==> config.mk <==
export PLATFORM = sky130hd
export DESIGN_NAME = buffered_serial_fifo_pair_flat
export DESIGN_NICKNAME = d
export VERILOG_FILES = /design/src/rtl/bsfp_pkg.sv /design/src/rtl/bsfp_req_if.sv /design/src/rtl/bsfp_rsp_if.sv /design/src/rtl/bsfp_ring.sv /design/src/rtl/bsfp_ctrl.sv /design/src/rtl/buffered_serial_fifo_pair.sv /design/src/flat_wrapper.sv
export SDC_FILE = /design/constraint.sdc
export NUM_CORES = 1
export LEC_CHECK = 0
export ABC_AREA = 1
export BUFFER_PORTS_ARGS = -buffer_cell sky130_fd_sc_hd__buf_2
export CAP_MARGIN = 20
export CORE_MARGIN = 4
export CORE_UTILIZATION = 59
export DETAILED_ROUTE_END_ITERATION = 7
export GPL_TIMING_DRIVEN = 0
export PLACE_DENSITY_LB_ADDON = 0.08
export RECOVER_POWER = 50
export SYNTH_ARGS = -nofsm -noshare
export SYNTH_HDL_FRONTEND = slang
export SYNTH_SLANG_ARGS = --single-unit
export TNS_END_PERCENT = 1
==> constraint.sdc <==
create_clock -name clock -period 8.28 [get_ports clock]
set_input_delay 1.656 -clock clock [delete_from_list [all_inputs] [get_ports clock]]
set_output_delay 1.656 -clock clock [all_outputs]
set_load 0.01 [all_outputs]
==> src/rtl/bsfp_pkg.sv <==
// package for the buffered serial fifo pair
// holds mode codes, character constants and ring command/status types
// no dependencies
package bsfp_pkg;

   localparam int RX_DEPTH_DEF = 64;
   localparam int TX_DEPTH_DEF = 64;

   localparam logic [7:0] CH_LF = 8'h0A;
   localparam logic [7:0] CH_CR = 8'h0D;

   typedef enum logic [1:0] {
      MODE_LINE_RX  = 2'd0,
      MODE_TX_READY = 2'd1,
      MODE_SW_PUT   = 2'd2,
      MODE_SW_GET   = 2'd3
   } mode_type;

   typedef struct packed {
      logic       push;
      logic       pop;
      logic [7:0] wr_data;
   } ring_cmd_type;

   typedef struct packed {
      logic empty;
      logic one;
      logic almost_full;
      logic full;
   } ring_stat_type;

endpackage

==> src/rtl/bsfp_req_if.sv <==
// request channel of the buffered serial fifo pair
// valid/ready handshake carrying mode and data byte; no dependencies
interface bsfp_req_if;
   logic       valid;
   logic       ready;
   logic [1:0] mode;
   logic [7:0] data_byte;

   modport source (output valid, output mode, output data_byte, input ready);
   modport sink (input valid, input mode, input data_byte, output ready);
endinterface

==> src/rtl/bsfp_rsp_if.sv <==
// response channel of the buffered serial fifo pair
// valid/ready handshake carrying one result word; no dependencies
interface bsfp_rsp_if;
   logic       valid;
   logic       ready;
   logic       line_tx_valid;
   logic [7:0] line_tx_byte;
   logic       read_valid;
   logic [7:0] read_byte;
   logic       put_accepted;
   logic       rx_overflow;
   logic       tx_irq_enable;
   logic       tx_empty;

   modport source (
      output valid, output line_tx_valid, output line_tx_byte, output read_valid,
      output read_byte, output put_accepted, output rx_overflow,
      output tx_irq_enable, output tx_empty, input ready
   );
   modport sink (
      input valid, input line_tx_valid, input line_tx_byte, input read_valid,
      input read_byte, input put_accepted, input rx_overflow,
      input tx_irq_enable, input tx_empty, output ready
   );
endinterface

==> src/rtl/bsfp_ring.sv <==
// one ring buffer: synchronous byte memory with registered read, plus pointers
// depends on bsfp_pkg for the command and status types
module bsfp_ring import bsfp_pkg::*; #(
   parameter int DEPTH = RX_DEPTH_DEF
) (
   input  logic          clock,
   input  logic          reset,
   input  ring_cmd_type  cmd,
   output ring_stat_type stat,
   output logic [7:0]    rd_data
);

   localparam int AW = (DEPTH > 1) ? $clog2(DEPTH) : 1;
   localparam logic [AW-1:0] LAST = AW'(DEPTH - 1);

   logic [7:0]    mem_ff [DEPTH];
   logic [7:0]    rd_data_ff;
   logic [AW-1:0] wr_slot_ff, wr_slot_in;
   logic          wr_wrap_ff, wr_wrap_in;
   logic [AW-1:0] rd_slot_ff, rd_slot_in;
   logic          rd_wrap_ff, rd_wrap_in;

   always_comb begin
      wr_slot_in = wr_slot_ff;
      wr_wrap_in = wr_wrap_ff;
      if (wr_slot_ff == LAST) begin
         wr_slot_in = '0;
         wr_wrap_in = ~wr_wrap_ff;
      end else begin
         wr_slot_in = wr_slot_ff + AW'(1);
      end
      rd_slot_in = rd_slot_ff;
      rd_wrap_in = rd_wrap_ff;
      if (rd_slot_ff == LAST) begin
         rd_slot_in = '0;
         rd_wrap_in = ~rd_wrap_ff;
      end else begin
         rd_slot_in = rd_slot_ff + AW'(1);
      end
   end

   assign stat.empty       = (wr_slot_ff == rd_slot_ff) && (wr_wrap_ff == rd_wrap_ff);
   assign stat.full        = (wr_slot_ff == rd_slot_ff) && (wr_wrap_ff != rd_wrap_ff);
   assign stat.one         = (rd_slot_in == wr_slot_ff) && (rd_wrap_in == wr_wrap_ff);
   assign stat.almost_full = (wr_slot_in == rd_slot_ff) && (wr_wrap_in != rd_wrap_ff);
   assign rd_data          = rd_data_ff;

   always_ff @(posedge clock) begin
      if (reset) begin
         wr_slot_ff <= '0;
         wr_wrap_ff <= 1'b0;
         rd_slot_ff <= '0;
         rd_wrap_ff <= 1'b0;
      end else begin
         if (cmd.push) begin
            wr_slot_ff <= wr_slot_in;
            wr_wrap_ff <= wr_wrap_in;
         end
         if (cmd.pop) begin
            rd_slot_ff <= rd_slot_in;
            rd_wrap_ff <= rd_wrap_in;
         end
      end
   end

   always_ff @(posedge clock) begin
      if (cmd.push) begin
         mem_ff[wr_slot_ff] <= cmd.wr_data;
      end
      if (cmd.pop) begin
         rd_data_ff <= mem_ff[rd_slot_ff];
      end
   end

`ifndef SYNTH
   a_no_push_full: assert property (@(posedge clock) disable iff (reset)
      cmd.push |-> !stat.full) else $error("push into full ring");
   a_no_pop_empty: assert property (@(posedge clock) disable iff (reset)
      cmd.pop |-> !stat.empty) else $error("pop from empty ring");
   a_push_fills: assert property (@(posedge clock) disable iff (reset)
      (cmd.push && !cmd.pop && stat.almost_full) |=> stat.full)
      else $error("ring did not report full");
`endif

endmodule

==> src/rtl/bsfp_ctrl.sv <==
// sequencer for the fifo pair: decodes a request word, drives ring commands,
// builds the response word; depends on bsfp_pkg, bsfp_req_if and bsfp_rsp_if
module bsfp_ctrl import bsfp_pkg::*; (
   input  logic          clock,
   input  logic          reset,
   bsfp_req_if.sink      req,
   bsfp_rsp_if.source    rsp,
   output ring_cmd_type  rx_cmd,
   input  ring_stat_type rx_stat,
   input  logic [7:0]    rx_rd_data,
   output ring_cmd_type  tx_cmd,
   input  ring_stat_type tx_stat,
   input  logic [7:0]    tx_rd_data
);

   typedef enum logic {
      ST_IDLE,
      ST_FINISH
   } state_type;

   state_type  state_ff, state_in;
   logic       irq_ff, irq_in;
   logic       lf_pend_ff, lf_pend_in;
   logic       txv_ff, txv_in;
   logic       rdv_ff, rdv_in;
   logic       acc_ff, acc_in;
   logic       ovf_ff, ovf_in;
   logic       txe_ff, txe_in;

   logic       rsp_valid_ff, rsp_valid_in;
   logic       rsp_txv_ff, rsp_txv_in;
   logic [7:0] rsp_txb_ff, rsp_txb_in;
   logic       rsp_rdv_ff, rsp_rdv_in;
   logic [7:0] rsp_rdb_ff, rsp_rdb_in;
   logic       rsp_acc_ff, rsp_acc_in;
   logic       rsp_ovf_ff, rsp_ovf_in;
   logic       rsp_irq_ff, rsp_irq_in;
   logic       rsp_txe_ff, rsp_txe_in;

   logic       need_two;
   logic       put_room;

   assign req.ready = (state_ff == ST_IDLE);
   assign need_two  = (req.data_byte == CH_LF);
   assign put_room  = need_two ? (!tx_stat.full && !tx_stat.almost_full) : !tx_stat.full;

   always_comb begin
      state_in     = state_ff;
      irq_in       = irq_ff;
      lf_pend_in   = lf_pend_ff;
      txv_in       = txv_ff;
      rdv_in       = rdv_ff;
      acc_in       = acc_ff;
      ovf_in       = ovf_ff;
      txe_in       = txe_ff;
      rx_cmd       = '0;
      tx_cmd       = '0;
      rsp_valid_in = rsp_valid_ff && !rsp.ready;
      rsp_txv_in   = rsp_txv_ff;
      rsp_txb_in   = rsp_txb_ff;
      rsp_rdv_in   = rsp_rdv_ff;
      rsp_rdb_in   = rsp_rdb_ff;
      rsp_acc_in   = rsp_acc_ff;
      rsp_ovf_in   = rsp_ovf_ff;
      rsp_irq_in   = rsp_irq_ff;
      rsp_txe_in   = rsp_txe_ff;
      case (state_ff)
         ST_IDLE: begin
            if (req.valid) begin
               state_in   = ST_FINISH;
               txv_in     = 1'b0;
               rdv_in     = 1'b0;
               acc_in     = 1'b0;
               ovf_in     = 1'b0;
               lf_pend_in = 1'b0;
               txe_in     = tx_stat.empty;
               case (mode_type'(req.mode))
                  MODE_LINE_RX: begin
                     if (rx_stat.full) begin
                        ovf_in = 1'b1;
                     end else begin
                        rx_cmd.push    = 1'b1;
                        rx_cmd.wr_data = req.data_byte;
                     end
                  end
                  MODE_TX_READY: begin
                     if (tx_stat.empty) begin
                        irq_in = 1'b0;
                     end else begin
                        tx_cmd.pop = 1'b1;
                        txv_in     = 1'b1;
                        txe_in     = tx_stat.one;
                     end
                  end
                  MODE_SW_PUT: begin
                     if (put_room) begin
                        tx_cmd.push    = 1'b1;
                        tx_cmd.wr_data = need_two ? CH_CR : req.data_byte;
                        lf_pend_in     = need_two;
                        irq_in         = 1'b1;
                        acc_in         = 1'b1;
                        txe_in         = 1'b0;
                     end
                  end
                  MODE_SW_GET: begin
                     if (!rx_stat.empty) begin
                        rx_cmd.pop = 1'b1;
                        rdv_in     = 1'b1;
                     end
                  end
                  default: begin
                  end
               endcase
            end
         end
         ST_FINISH: begin
            if (lf_pend_ff) begin
               tx_cmd.push    = 1'b1;
               tx_cmd.wr_data = CH_LF;
               lf_pend_in     = 1'b0;
            end
            if (!rsp_valid_ff || rsp.ready) begin
               state_in     = ST_IDLE;
               rsp_valid_in = 1'b1;
               rsp_txv_in   = txv_ff;
               rsp_txb_in   = txv_ff ? tx_rd_data : 8'h00;
               rsp_rdv_in   = rdv_ff;
               rsp_rdb_in   = rdv_ff ? rx_rd_data : 8'h00;
               rsp_acc_in   = acc_ff;
               rsp_ovf_in   = ovf_ff;
               rsp_irq_in   = irq_ff;
               rsp_txe_in   = txe_ff;
            end
         end
         default: begin
            state_in = ST_IDLE;
         end
      endcase
   end

   always_ff @(posedge clock) begin
      if (reset) begin
         state_ff     <= ST_IDLE;
         irq_ff       <= 1'b0;
         lf_pend_ff   <= 1'b0;
         rsp_valid_ff <= 1'b0;
      end else begin
         state_ff     <= state_in;
         irq_ff       <= irq_in;
         lf_pend_ff   <= lf_pend_in;
         rsp_valid_ff <= rsp_valid_in;
      end
      txv_ff     <= txv_in;
      rdv_ff     <= rdv_in;
      acc_ff     <= acc_in;
      ovf_ff     <= ovf_in;
      txe_ff     <= txe_in;
      rsp_txv_ff <= rsp_txv_in;
      rsp_txb_ff <= rsp_txb_in;
      rsp_rdv_ff <= rsp_rdv_in;
      rsp_rdb_ff <= rsp_rdb_in;
      rsp_acc_ff <= rsp_acc_in;
      rsp_ovf_ff <= rsp_ovf_in;
      rsp_irq_ff <= rsp_irq_in;
      rsp_txe_ff <= rsp_txe_in;
   end

   assign rsp.valid         = rsp_valid_ff;
   assign rsp.line_tx_valid = rsp_txv_ff;
   assign rsp.line_tx_byte  = rsp_txb_ff;
   assign rsp.read_valid    = rsp_rdv_ff;
   assign rsp.read_byte     = rsp_rdb_ff;
   assign rsp.put_accepted  = rsp_acc_ff;
   assign rsp.rx_overflow   = rsp_ovf_ff;
   assign rsp.tx_irq_enable = rsp_irq_ff;
   assign rsp.tx_empty      = rsp_txe_ff;

`ifndef SYNTH
   a_lf_in_finish: assert property (@(posedge clock) disable iff (reset)
      lf_pend_ff |-> (state_ff == ST_FINISH)) else $error("line feed pending outside finish");
   a_one_event: assert property (@(posedge clock) disable iff (reset)
      rsp_valid_ff |-> $onehot0({rsp_txv_ff, rsp_rdv_ff, rsp_acc_ff, rsp_ovf_ff}))
      else $error("more than one event flag in a word");
   a_put_sets_irq: assert property (@(posedge clock) disable iff (reset)
      (rsp_valid_ff && rsp_acc_ff) |-> (rsp_irq_ff && !rsp_txe_ff))
      else $error("accepted put without interrupt enable");
   a_ring_idle_cmd: assert property (@(posedge clock) disable iff (reset)
      (state_ff == ST_FINISH && !lf_pend_ff) |-> !(tx_cmd.push || tx_cmd.pop || rx_cmd.push
      || rx_cmd.pop)) else $error("ring access while finishing");
`endif

endmodule

==> src/rtl/buffered_serial_fifo_pair.sv <==
// buffered serial fifo pair: receive and transmit byte rings between a line and software
// result word: built in the finish state and held in the output register until taken
// requests: taken only in the idle state; the finish state serves the ring memory read
// and second ring write of a line feed put; output register frees the request side
// reset: synchronous, clears ring pointers, interrupt enable and output valid; ring
// memories are not cleared. depends on bsfp_pkg, bsfp_req_if, bsfp_rsp_if, bsfp_ring, bsfp_ctrl
module buffered_serial_fifo_pair import bsfp_pkg::*; #(
   parameter int RX_DEPTH = RX_DEPTH_DEF,
   parameter int TX_DEPTH = TX_DEPTH_DEF
) (
   input  logic       clock,
   input  logic       reset,
   bsfp_req_if.sink   req_if,
   bsfp_rsp_if.source rsp_if
);

   ring_cmd_type  rx_cmd;
   ring_stat_type rx_stat;
   logic [7:0]    rx_rd_data;
   ring_cmd_type  tx_cmd;
   ring_stat_type tx_stat;
   logic [7:0]    tx_rd_data;

   bsfp_ring #(.DEPTH(RX_DEPTH)) u_rx_ring (
      .clock   (clock),
      .reset   (reset),
      .cmd     (rx_cmd),
      .stat    (rx_stat),
      .rd_data (rx_rd_data)
   );

   bsfp_ring #(.DEPTH(TX_DEPTH)) u_tx_ring (
      .clock   (clock),
      .reset   (reset),
      .cmd     (tx_cmd),
      .stat    (tx_stat),
      .rd_data (tx_rd_data)
   );

   bsfp_ctrl u_ctrl (
      .clock      (clock),
      .reset      (reset),
      .req        (req_if),
      .rsp        (rsp_if),
      .rx_cmd     (rx_cmd),
      .rx_stat    (rx_stat),
      .rx_rd_data (rx_rd_data),
      .tx_cmd     (tx_cmd),
      .tx_stat    (tx_stat),
      .tx_rd_data (tx_rd_data)
   );

endmodule
==> src/flat_wrapper.sv <==
// flat-port wrapper written by rule: the top's interface ports become plain ports
module buffered_serial_fifo_pair_flat import bsfp_pkg::*;
#(
   parameter int RX_DEPTH = RX_DEPTH_DEF,
   parameter int TX_DEPTH = TX_DEPTH_DEF
)
  (clock, reset, req_if_valid, req_if_mode, req_if_data_byte, req_if_ready, rsp_if_valid, rsp_if_line_tx_valid, rsp_if_line_tx_byte, rsp_if_read_valid, rsp_if_read_byte, rsp_if_put_accepted, rsp_if_rx_overflow, rsp_if_tx_irq_enable, rsp_if_tx_empty, rsp_if_ready);
  bsfp_req_if req_if_i ();
  bsfp_rsp_if rsp_if_i ();
  input  logic clock;
  input  logic reset;
  input wire logic [$bits(req_if_i.valid)-1:0] req_if_valid;
  input wire logic [$bits(req_if_i.mode)-1:0] req_if_mode;
  input wire logic [$bits(req_if_i.data_byte)-1:0] req_if_data_byte;
  output wire logic [$bits(req_if_i.ready)-1:0] req_if_ready;
  output wire logic [$bits(rsp_if_i.valid)-1:0] rsp_if_valid;
  output wire logic [$bits(rsp_if_i.line_tx_valid)-1:0] rsp_if_line_tx_valid;
  output wire logic [$bits(rsp_if_i.line_tx_byte)-1:0] rsp_if_line_tx_byte;
  output wire logic [$bits(rsp_if_i.read_valid)-1:0] rsp_if_read_valid;
  output wire logic [$bits(rsp_if_i.read_byte)-1:0] rsp_if_read_byte;
  output wire logic [$bits(rsp_if_i.put_accepted)-1:0] rsp_if_put_accepted;
  output wire logic [$bits(rsp_if_i.rx_overflow)-1:0] rsp_if_rx_overflow;
  output wire logic [$bits(rsp_if_i.tx_irq_enable)-1:0] rsp_if_tx_irq_enable;
  output wire logic [$bits(rsp_if_i.tx_empty)-1:0] rsp_if_tx_empty;
  input wire logic [$bits(rsp_if_i.ready)-1:0] rsp_if_ready;
  assign req_if_i.valid = req_if_valid;
  assign req_if_i.mode = req_if_mode;
  assign req_if_i.data_byte = req_if_data_byte;
  assign req_if_ready = req_if_i.ready;
  assign rsp_if_valid = rsp_if_i.valid;
  assign rsp_if_line_tx_valid = rsp_if_i.line_tx_valid;
  assign rsp_if_line_tx_byte = rsp_if_i.line_tx_byte;
  assign rsp_if_read_valid = rsp_if_i.read_valid;
  assign rsp_if_read_byte = rsp_if_i.read_byte;
  assign rsp_if_put_accepted = rsp_if_i.put_accepted;
  assign rsp_if_rx_overflow = rsp_if_i.rx_overflow;
  assign rsp_if_tx_irq_enable = rsp_if_i.tx_irq_enable;
  assign rsp_if_tx_empty = rsp_if_i.tx_empty;
  assign rsp_if_i.ready = rsp_if_ready;
  buffered_serial_fifo_pair #(.RX_DEPTH(RX_DEPTH), .TX_DEPTH(TX_DEPTH)) u_core (.clock(clock), .reset(reset), .req_if(req_if_i), .rsp_if(rsp_if_i));
endmodule
Yosys cells after proc, flatten, opt, wreduce, memory -nomap -nowiden
Memory sizes are Yosys's and may differ from the RTL's. A register that Yosys moved wholly into a read port is not among the register bits. Cells that the tools add are included.

Register bits after elaboration: 59. RAM bits: 1024. Logic and storage cells: 125. Memories kept: 2.

Memories: u_core.u_rx_ring.mem_ff (depth 64, width 8, read ports 1, clocked after Yosys merged registers in 1, wr ports 1, line bsfp_ring.sv:16) `logic [7:0] mem_ff [DEPTH];`; u_core.u_tx_ring.mem_ff (depth 64, width 8, read ports 1, clocked after Yosys merged registers in 1, wr ports 1, line bsfp_ring.sv:16).

$add $sub $neg: 4. Equal/unequal tests: 21. Multiplexer cells: 48. Bitwise operators: 5. Reductions and logical operators: 20.

Operator list (count): 2-to-1 mux 8 bit (5); 2-to-1 mux 10 bit (3); 2-to-1 mux 1 bit (29); adder 6 x 1 -> 6 bit (second input constant) (4); == test 6 bit (4); == test 6 bit (second input constant) (4); 2-to-1 mux 6 bit (4); one-hot mux 8 bit (2 select lines) (1); one-hot mux 1 bit (2 select lines) (5); == test 8 x 4 -> 1 bit (second input constant) (1); logical AND 1 bit (8); AND reduction 2 bit (4); inequality test 2 bit (second input constant) (3); NOT 1 bit (5); AND reduction 5 bit (1); == test 2 bit (second input constant) (2); zero test 1 bit (4); 2-to-1 mux 4 bit (1); == test 1 bit (3); inequality test 1 bit (3); == test 2 x 1 -> 1 bit (second input constant) (1); zero test 2 bit (1); nonzero test 2 bit (1); logical OR 1 bit (1).

Depth between registers and ports, before layout
Depth after elaboration: 13. Gate-level depth with buffers: 15. Mapped depth without buffers: 14.

Modules after synthesis
A second synthesis with hierarchy kept.

Cell total of the unflattened synthesis: 4487. Area, all modules: 47406.7 sq um.

By module, submodules not included: bsfp_ring (times used 2, cells each 2169, area each 22965.8 sq um, sequential area each 15895.2 sq um); bsfp_ctrl (times used 1, cells each 149, area each 1475.2 sq um, sequential area each 890.9 sq um).

Worst setup path before layout
No wires, ideal clock.

Path kind: in2reg. Start point: input req_if_data_byte[0]. End point: memory u_core.u_tx_ring.mem_ff[0][3] (data pin). Library setup time: 0.702 ns. Arrival time: 4.929 ns. Setup slack: 2.649 ns. Stages on the path: 11. Buffers on the path: 1. Cells stage by stage: inv_1 nand2_1 nor2_1 nand3_1 nor2_1 nand3_1 nor2_1 nand3_1 nand4_4 buf_4 o21ai_0.

RTL lines: from (decl) (line flat_wrapper.sv:14) `input wire logic [$bits(req_if_i.data_byte)-1:0] req_if_data_byte;`; to (decl) (line bsfp_ring.sv:16).

==> results.json <==
{
  "status": "complete, but fails checks",
  "violations": "max-capacitance violations, max-slew violations",
  "nets": 3750,
  "holdWs_ns": 0.430,
  "clock-sinks": 1099,
  "max_clock_freq_ghz": 0.167,
  "finalClockSkew_ns": 0.0324,
  "cts_hold_buf": 0,
  "avgViaCountPerCell": 6.78,
  "synth-edff-count": 1067,
  "powerDensity_nw_per_um2": 237,
  "die_x_um": 282,
  "synth_area_sq_um": 44200,
  "regToRegStartpoint": "u_core.u_tx_ring.rd_slot_ff[2]$_SDFFE_PP0P_",
  "fin_cells": 4793,
  "syn_avg_cell_area_sq_um": 12.5,
  "cts_resized": 0,
  "grt_max_degree": 50,
  "ys.flop_type": "edfxtp_1",
  "synth.area.top_cells": "edfxtp_1, o21ai_0, nor2_1",
  "drtIter0Drc": 5438,
  "clockBufferDepth": 3,
  "synthCells": 3550,
  "cts_setup_buffers": 0,
  "drv_cap": 26,
  "hold_viol": 0,
  "crit_path_start_kind": "primary input",
  "rsz0062_at_grt": "false",
  "clkTransAtPathRegs_ns": 0.06,
  "whs_path_depth": 0,
  "critPathArrivalTime_ns": 6.25,
  "place.gp.congestion": 1.02,
  "hold_path.class": "flop to flop",
  "async_reset_ff_share_pct": 0,
  "tightest_slew_ns": 3.71,
  "synth_fp_nets": 3572,
  "grt_pass1_wl_um": 221000,
  "post-place-cells": 4581,
  "worstSkewPairLatency_ns": 0.69,
  "die_height_um": 282,
  "ys_seq_area_share_pct": 73.9,
  "synth_area_leader_cell": "edfxtp_1",
  "setup_violations": 0,
  "htree_levels": 3,
  "min_period_over_period_pct": 72.4,
  "worstSetupEndpoint": "u_core.u_tx_ring.mem_ff[30][2]$_DFFE_PP_",
  "power_leakage_nw": 16.7,
  "synth_common_cells": "edfxtp_1, nor2_1, o21ai_0",
  "finalMaxSlewViolations": 736,
  "dr_total_vias": 32500,
  "grt_util_all_layers_pct": 39.9,
  "worstRegToRegCells": 14,
  "drt_first_pass_iters": 6,
  "ff2ff_setup_slack_ns": 2.41,
  "grt_pass1_vias": 30800,
  "crit_required_ns": 8.54,
  "dp_hpwl_um": 107000,
  "std_cell_rows": 100,
  "placed_area_sq_um": 46300,
  "synth_top_area_share_pct": 72.5,
  "dieArea_sq_um": 79400,
  "crit_path_start": "req_if_valid",
  "synth-seq-cells": 1099,
  "criticalPathCategory": "primary input to flop",
  "synth_warnings": 0,
  "routed_wl_um": 159000,
  "slew_headroom_pct": -150,
  "overflow": 0,
  "areaGrowthSynthToFinish_pct": 11.7,
  "rr_endpoint": "u_core.u_tx_ring.mem_ff[30][2]$_DFFE_PP_",
  "cts_tree": "built",
  "design.core.area_sq_um": 74300,
  "drc": 0,
  "crit_path_max_fanout": 28,
  "antenna_found_initial": 3,
  "ir_drop_mv": 0.229,
  "setup_tns_ns": 0,
  "postLayoutCoreUtil_pct": 66.4,
  "clock-root-buffer": "clkbuf_16",
  "finalCriticalPeriod_ns": 6.00,
  "drtAntennaViolNets": 0,
  "place.port_buffers": 36,
  "critical_path.endpoint_type": "flop",
  "drive_gt1_share_pct": 6.05,
  "wire_per_inst_um": 33.3,
  "top_level_ports": 38,
  "cts_made_buffers": 109,
  "multi_input_area_sq_um": 10200,
  "fill_cells": 5544,
  "yosysMostFrequentCell": "edfxtp_1",
  "synth_cell_types": 40,
  "fin_area_sq_um": 49400,
  "initial_core_util_pct": 59.5,
  "register_area_sq_um": 32700
}
worst max-delay path, cell delays in order:
cell and delay (ns):
clkbuf_1 0.12, nand2_1 0.15, inv_1 0.30, nand4_1 0.36
clkbuf_1 0.38, a21oi_1 1.21, clkbuf_1 0.89, clkbuf_1 1.16
placed cells by master, fill, tap and decap left out, types with 3 or more instances in the layout:
cell and n:
buf_2 52, edfxtp_1 1067, a21oi_1 51, xor2_1 11, nor3_1 22, buf_4 4
bufinv_16 12, clkinv_1 26, nor2_1 755, clkinv_2 18, buf_8 5, clkbuf_1 245
diode_2 5, o211ai_1 38, nand2_1 259, dfxtp_1 32, nor3b_1 3, o221ai_1 82
nand3_1 102, nand4_1 28, clkinvlp_4 8, buf_1 9, clkbuf_16 111, o21ai_1 5
inv_1 90, clkinv_4 3, o22ai_1 157, xnor2_1 5, buf_12 4, a31oi_1 5
buf_6 3, ha_1 8, o21ai_0 578
power breakdown:
part	internal [mW]	switching (mW)	total, mW
Sequential	6.08	0.00907	6.09
Combinational	0.141	0.545	0.686
Clock	2.83	2.11	4.94
Total	9.05	2.66	11.7
flip-flops by register name, summed over array words and instances (netlist names), 6 cells and up:
register and cells:
u_core.u_ctrl.rsp.read_byte 8, u_core.u_rx_ring.rd_data 8, u_core.u_tx_ring.rd_slot_ff 6, u_core.u_ctrl.rsp.line_tx_byte 8
u_core.u_rx_ring.mem_ff 512, u_core.u_tx_ring.rd_data 8, u_core.u_tx_ring.wr_slot_ff 6, u_core.u_rx_ring.rd_slot_ff 6
u_core.u_tx_ring.mem_ff 512, u_core.u_rx_ring.wr_slot_ff 6
layer usage:
metal  global-route usage (%)  up-vias  wire [um]
li1                         -    13400          -
met1                     47.7    15800      52500
met2                     63.9     2524      73500
met3                     8.17      722      17300
met4                     31.0        2      16000
met5                        0        -         12
through the flow:
step	total power [mW]	worst slack (ns)
after CTS	11.7	4.28
after global routing	12.0	2.08
after floorplan	6.52	2.65
after detailed placement	6.87	3.60
final	11.7	2.28
after global placement	6.85	-1.63
worst min-delay path by stage:
stage / start / to / slack [ns]
after detailed placement: u_core.u_ctrl.txe_ff$_DFFE_PP_ / u_core.u_ctrl.rsp.tx_empty$_DFFE_PP_ / 0.42
after floorplan: u_core.u_ctrl.acc_ff$_DFFE_PP_ / u_core.u_ctrl.rsp.put_accepted$_DFFE_PP_ / 0.40
after global routing: u_core.u_ctrl.txe_ff$_DFFE_PP_ / u_core.u_ctrl.rsp.tx_empty$_DFFE_PP_ / 0.42
after global placement: u_core.u_ctrl.txe_ff$_DFFE_PP_ / u_core.u_ctrl.rsp.tx_empty$_DFFE_PP_ / 0.41
final: u_core.u_ctrl.txe_ff$_DFFE_PP_ / u_core.u_ctrl.rsp.tx_empty$_DFFE_PP_ / 0.43
after CTS: u_core.u_ctrl.txe_ff$_DFFE_PP_ / u_core.u_ctrl.rsp.tx_empty$_DFFE_PP_ / 0.42
cell families after synthesis:
group | share of synthesized area [%]
adders and majority gates | 0.226
and+or+nand+nor | 10.7
AOI/OAI and AO/OA | 11.9
DFF | 73.9
xor gates and xnor gates | 0.317
buffers and inverters | 2.97
final cells by class:
| cell class | count | area share (%) |
|---|---|---|
| Sequential cell | 1099 | 66.2 |
| Clock inverter | 66 | 1.37 |
| Clock buffer | 136 | 5.81 |
| Antenna cell | 5 | 0.0253 |
| Multi-Input combinational cell | 2123 | 20.6 |
| Timing Repair Buffer | 67 | 0.925 |
| Inverter | 96 | 0.730 |
| Tap cell | 969 | 2.46 |
| Buffer | 232 | 1.90 |
Power figures use the tool's default switching activity.
